[src/rtl/sobel_edge_from_color_defines.svh]
// Assertion macros shared by the Sobel edge block.
`ifndef SOBEL_EDGE_FROM_COLOR_DEFINES_SVH
`define SOBEL_EDGE_FROM_COLOR_DEFINES_SVH

// Condition and consequence checked at the same clock edge.
`define SBL_ASSERT_SAME(lbl, clk, rst, ante, cons, msg) \
  lbl: assert property (@(posedge clk) disable iff (rst) (ante) |-> (cons)) else $error(msg);

// Consequence checked at the clock edge after the condition.
`define SBL_ASSERT_NEXT(lbl, clk, rst, ante, cons, msg) \
  lbl: assert property (@(posedge clk) disable iff (rst) (ante) |=> (cons)) else $error(msg);

`endif

[src/rtl/sbl_pkg.sv]
// Shared types and constants of the Sobel edge block.
`default_nettype none

package sbl_pkg;

  localparam int PIX_W = 8;
  localparam int LW_W  = 12;
  localparam int ROW_W = 12;

  localparam logic [ROW_W-1:0] ROW_MAX  = 12'd4095;
  localparam logic [LW_W-1:0]  LW_RESET = 12'd1920;
  localparam int               MIN_WIDTH = 3;

  // Luma weights for blue, green and red, scaled by 256.
  localparam logic [PIX_W-1:0] W_BLUE  = 8'b00010010;
  localparam logic [PIX_W-1:0] W_GREEN = 8'b10110111;
  localparam logic [PIX_W-1:0] W_RED   = 8'b00110110;

  typedef logic [PIX_W-1:0] pix_t;

  // Window p1..p9 as entries 0..8: top row first, left column first.
  typedef pix_t [8:0] window_t;

  // Per-pixel tags that travel down the pipeline.
  typedef struct packed {
    logic emit;
    logic last;
  } tag_t;

endpackage

`default_nettype wire

[src/rtl/sbl_mag.sv]
// Sobel gradient magnitude of one 3x3 window of gray values.
`default_nettype none

module sbl_mag (
  input  sbl_pkg::window_t win,
  output sbl_pkg::pix_t    mag
);

  logic signed [11:0] p [9];
  logic signed [11:0] gx;
  logic signed [11:0] gy;
  logic        [10:0] ax;
  logic        [10:0] ay;
  logic        [11:0] sum;

  // Widen each gray value to a positive signed number.
  always_comb begin
    for (int k = 0; k < 9; k++) begin
      p[k] = $signed({4'b0000, win[k]});
    end
  end

  // Horizontal and vertical gradients, each within plus or minus 1020.
  assign gx = (p[2] - p[0]) + ((p[5] - p[3]) <<< 1) + (p[8] - p[6]);
  assign gy = (p[0] - p[6]) + ((p[1] - p[7]) <<< 1) + (p[2] - p[8]);

  // Absolute values, sum and scale down by eight.
  always_comb begin
    logic signed [11:0] nx;
    logic signed [11:0] ny;
    nx  = -gx;
    ny  = -gy;
    ax  = gx[11] ? nx[10:0] : gx[10:0];
    ay  = gy[11] ? ny[10:0] : gy[10:0];
    sum = {1'b0, ax} + {1'b0, ay};
    mag = sum[10:3];
  end

endmodule

`default_nettype wire

[config.mk]
export PLATFORM = sky130hd
export DESIGN_NAME = sbl_mag
export DESIGN_NICKNAME = d
export VERILOG_FILES = /design/src/rtl/sobel_edge_from_color_defines.svh /design/src/rtl/sbl_pkg.sv /design/src/rtl/sbl_mag.sv
export SDC_FILE = /design/constraint.sdc
export NUM_CORES = 1
export LEC_CHECK = 0
export ABC_AREA = 0
export BUFFER_PORTS_ARGS = -buffer_cell sky130_fd_sc_hd__buf_2
export CELL_PAD_IN_SITES_DETAIL_PLACEMENT = 1
export CELL_PAD_IN_SITES_GLOBAL_PLACEMENT = 1
export CORE_ASPECT_RATIO = 1.1
export CORE_MARGIN = 1.5
export CORE_UTILIZATION = 46
export DETAILED_ROUTE_END_ITERATION = 10
export GPL_ROUTABILITY_DRIVEN = 0
export GPL_TIMING_DRIVEN = 0
export PLACE_DENSITY = 0.92
export SYNTH_ARGS = -nofsm -noshare
export SYNTH_HDL_FRONTEND = slang
export SYNTH_SLANG_ARGS = --single-unit
[constraint.sdc]
create_clock -name vclk -period 17.9
set_input_delay 3.58 -clock vclk [all_inputs]
set_output_delay 3.58 -clock vclk [all_outputs]
set_load 0.005 [all_outputs]
==> results.sh, run 1 <==
export IMPL_outcome="completed"
export IMPL_yosys_warnings=0
export IMPL_layout_drive_gt1_share=0.136
export IMPL_layout_common_cells="inv_1, ha_1, buf_2, xnor2_1, a21oi_1"
export IMPL_placed_cell_area_um2=4370
export IMPL_cp_end_kind="output pin"
export IMPL_min_from="win[0]"
export IMPL_synth_fa_ha_area_frac=0.396
export IMPL_worst_slew_pin_slew_ps=719
export IMPL_slew_limit_headroom=0.507
export IMPL_tns_ps=0
export IMPL_maxCapViolCount=0
export IMPL_grt_total_usage=0.240
export IMPL_required_ps=14320
export IMPL_initial_core_util=0.482
export IMPL_muxShareOfSynthArea=0.00840
export IMPL_cp_start_kind="primary input"
export IMPL_rsz0062_at_grt="no"
export IMPL_grt_first_pass_wirelength_um=18100
export IMPL_min_path_type="in2out"
export IMPL_finalHoldViolations=0
export IMPL_rows=34
export IMPL_cp_max_fo=9
export IMPL_cts_resized=0
export IMPL_wirelength_um=10400
export IMPL_grt_max_degree=10
export IMPL_finalMaxSlewViolations=0
export IMPL_grt_pass1_vias=4200
export IMPL_final_antenna_net_count=0
export IMPL_path_common_cell="a21oi_1"
export IMPL_io_pin_count=80
export IMPL_synth_nets=694
export IMPL_drcViolationCount=0
export IMPL_antennaDiodeCount=0
export IMPL_portBuffers=72
export IMPL_synth_compound_area_frac=0.192
export IMPL_synth_cells=515
export IMPL_ctsHoldBuffers=0
export IMPL_path_delay_family="compound AO/OA/AOI/OAI gates"
export IMPL_max_freq_ghz=0.0729
export IMPL_area_growth_pct=12.8
export IMPL_path_class="in2out"
export IMPL_slowest_stage="mux2i_1"
export IMPL_critical_path_max_stage_delay_ps=610
export IMPL_regArea_um2=0
export IMPL_die_h_um=99.2
export IMPL_final_cell_area_um2=4370
export IMPL_synthXorXnorAreaFrac=0.147
export IMPL_ys_seq_area_frac=0
export IMPL_drt_iter0_drc=75
export IMPL_layout_commonest_cell="inv_1"
export IMPL_fin_crit_sh=0.766
export IMPL_viasPerCell=5.28
export IMPL_holdPathEnd="mag[0]"
export IMPL_startpoint="win[1]"
export IMPL_design_seq_count=0
export IMPL_crit_arrival_ps=10140
export IMPL_core_area_um2=8040
export IMPL_netlist_area_um2=3870
export IMPL_yosys_area_share_simple=0.141
export IMPL_die_w_um=90.5
export IMPL_overflow=0
export IMPL_ys_top_cells_by_area="ha_1, fa_1, inv_1"
export IMPL_place_hpwl_um=9730
export IMPL_synth_largest_area_cell="ha_1"
export IMPL_first_pass_iters=4
export IMPL_clock_buffers=0
export IMPL_crit_buf_inv=4
export IMPL_synth_top_cell_area_share=0.262
export IMPL_postSynthAreaPerCell_um2=7.52
export IMPL_synth_top_family_by_area="adder cells"
export IMPL_postCtsSetupBuffers=0
export IMPL_num_nets_final=768
export IMPL_wl_per_cell_um=15.0
export IMPL_whs_path_depth=8
export IMPL_die_area_um2=8980
export IMPL_antenna_found_initial=0
export IMPL_ys_types=46
export IMPL_setup_violations=0
export IMPL_period_needed_ps=13720
export IMPL_dr_total_vias=3671
how the worst max path moves through the flow:
stage | endpoint | cells after the start
after floorplan | mag[7] | 29
after global placement | mag[7] | 31
after detailed placement | mag[7] | 31
after CTS | mag[7] | 31
after global routing | mag[7] | 31
final | mag[7] | 31
per-stage QoR:
stage | hold WS, ps | instances | worst slack [ps] | util
after global routing | 8250 | 695 | 3510 | 0.543
after CTS | 8180 | 695 | 4160 | 0.543
after floorplan | 7860 | 515 | 5340 | -
after detailed placement | 8160 | 695 | 4190 | 0.543
after global placement | 8140 | 695 | 4430 | 0.543
final | 8160 | 695 | 4180 | 0.543
kinds of logic after synthesis:
| logic type | Yosys count |
|---|---|
| xor gates and xnor gates | 65 |
| AOI/OAI and AO/OA | 114 |
| and+or+nand+nor | 107 |
| buffers and inverters | 119 |
| muxes | 3 |
| adders and majority gates | 107 |
synthesized netlist by cell type, types with 2 or more instances:
library cell / instances
a211oi_1: 2
nor2_1: 27
nand2_1: 21
o31a_1: 3
o41ai_1: 2
nor3b_1: 2
and2_1: 4
or3_1: 3
a21oi_1: 29
o21a_1: 6
nand2b_1: 13
nand3_1: 7
a31oi_1: 4
nand3b_1: 2
xnor2_1: 48
nor3_1: 6
o21bai_1: 7
and3_1: 2
inv_1: 118
ha_1: 81
a22oi_1: 3
o31ai_1: 2
mux2_2: 2
nor2b_1: 13
nor4_1: 2
o21ai_0: 25
a21o_1: 21
xor2_1: 17
fa_1: 26
area by class of cell:
cell class	instances	area [µm²]
fillers	1076	3670
repair buffers	72	360
inverters	118	443
multi-input cells	396	3430
plain buffers	1	3.75
well taps	108	135
metal layers:
layer  vias to the layer above  wire (µm)  global-route usage  part of all wire
met3                        22        183              0.0115             0.018
met2                        71       5760               0.497              0.55
met4                         0        208              0.0501             0.020
met5                         -          0                   0                 0
met1                      1743       4260               0.265              0.41
li1                       1835          -                   -                 -
Power of run 1 is left out: the tool's default activity adds up to more than one toggle a clock period on the data nets, which glitch-free logic cannot reach.
==> inputs of run 2 (changes only) <==
--- a/config.mk
+++ b/config.mk
@@ -11,11 +11,11 @@
 export CELL_PAD_IN_SITES_GLOBAL_PLACEMENT = 1
 export CORE_ASPECT_RATIO = 1.1
 export CORE_MARGIN = 1.5
-export CORE_UTILIZATION = 46
+export CORE_UTILIZATION = 38
 export DETAILED_ROUTE_END_ITERATION = 10
 export GPL_ROUTABILITY_DRIVEN = 0
 export GPL_TIMING_DRIVEN = 0
-export PLACE_DENSITY = 0.92
+export PLACE_DENSITY = 0.81
 export SYNTH_ARGS = -nofsm -noshare
 export SYNTH_HDL_FRONTEND = slang
 export SYNTH_SLANG_ARGS = --single-unit
==> constraint.sdc (replaced) <==
create_clock -name vclk -period 12
set_input_delay 2.4 -clock vclk [all_inputs]
set_output_delay 2.4 -clock vclk [all_outputs]
set_load 0.005 [all_outputs]
==> run 2 against run 1 <==
  * Non-clock buffer count is the same
  * Largest cell class unchanged
  * Highest routed layer unchanged
  * Sequential share of layout area is the same
  * Global-route usage shrank 6.5 points
  * Critical path type unchanged
==> results.sh, run 2 (synthesis results as in run 1) <==
export IMPL_worst_slew_pin_slew_ps=744
export IMPL_whs_path_depth=8
export IMPL_crit_buf_inv=4
export IMPL_layout_commonest_cell="inv_1"
export IMPL_die_w_um=99.3
export IMPL_crit_arrival_ps=8920
export IMPL_maxCapViolCount=0
export IMPL_path_common_cell="a21oi_1"
export IMPL_cp_start_kind="primary input"
export IMPL_layout_drive_gt1_share=0.136
export IMPL_slowest_stage="mux2i_1"
export IMPL_cts_resized=0
export IMPL_outcome="completed"
export IMPL_drcViolationCount=0
export IMPL_clock_buffers=0
export IMPL_area_growth_pct=13.2
export IMPL_period_needed_ps=11320
export IMPL_viasPerCell=5.05
export IMPL_num_nets_final=768
export IMPL_min_path_type="in2out"
export IMPL_tns_ps=0
export IMPL_design_seq_count=0
export IMPL_layout_common_cells="inv_1, ha_1, buf_2, xnor2_1, a21oi_1"
export IMPL_fin_crit_sh=0.943
export IMPL_antenna_found_initial=0
export IMPL_grt_total_usage=0.175
export IMPL_drt_iter0_drc=64
export IMPL_grt_first_pass_wirelength_um=16000
export IMPL_max_freq_ghz=0.0884
export IMPL_portBuffers=72
export IMPL_path_delay_family="compound AO/OA/AOI/OAI gates"
export IMPL_regArea_um2=0
export IMPL_rsz0062_at_grt="no"
export IMPL_dr_total_vias=3570
export IMPL_multiInputGateArea_um2=3430
export IMPL_grt_max_degree=10
export IMPL_finalMaxSlewViolations=0
export IMPL_path_class="in2out"
export IMPL_core_area_um2=9890
export IMPL_rows=38
export IMPL_worstSetupPathDepth=31
export IMPL_cp_max_fo=9
export IMPL_fin_ws_ps=684
export IMPL_io_pin_count=80
export IMPL_place_hpwl_um=8880
export IMPL_finalHoldViolations=0
export IMPL_critical_path_max_stage_delay_ps=630
export IMPL_grt_pass1_vias=3876
export IMPL_die_area_um2=10800
export IMPL_layout_cells_non_filler=707
export IMPL_ctsHoldBuffers=0
export IMPL_die_h_um=109
export IMPL_initial_core_util=0.392
export IMPL_antennaDiodeCount=0
export IMPL_setup_violations=0
export IMPL_wl_per_cell_um=13.2
export IMPL_overflow=0
export IMPL_wirelength_um=9350
export IMPL_required_ps=9600
export IMPL_postCtsSetupBuffers=0
export IMPL_slew_limit_headroom=0.490
export IMPL_fill_cells=1292
export IMPL_first_pass_iters=4
export IMPL_pre_cts_slack_ps=636
export IMPL_cp_end_kind="output pin"
export IMPL_dp_cells=707
export IMPL_final_antenna_net_count=0
==> run 2: worst paths after layout <==
kind,start,end,slack [ps]
min,win[48],mag[0],5780
max,win[49],mag[7],680
==> run 2: metrics by stage <==
stage          area, µm²  hold slack (ps)  utilization
2_1_floorplan       3870             5500            -
3_3_place_gp        4380             5790        0.443
3_5_place_dp        4380             5780        0.443
4_1_cts             4380             5790        0.443
5_1_grt             4380             5850        0.443
6_report            4380             5780        0.443
==> run 2: layout make-up <==
class / instances / area share
Inverter: 118 / 0.101
Tap cell: 120 / 0.0343
Timing Repair Buffer: 72 / 0.0822
Buffer: 1 / 0.000856
Multi-Input combinational cell: 396 / 0.782
==> run 2: routing by layer <==
| metal | share of wire | track usage | vias to the layer above |
|---|---|---|---|
| met5 | 0 | 0 | - |
| met4 | 0.0028 | 0.00503 | 0 |
| li1 | - | - | 1835 |
| met3 | 0.019 | 0.00128 | 2 |
| met1 | 0.45 | 0.213 | 1679 |
| met2 | 0.52 | 0.361 | 54 |
Power of run 2 is left out for the same reason.
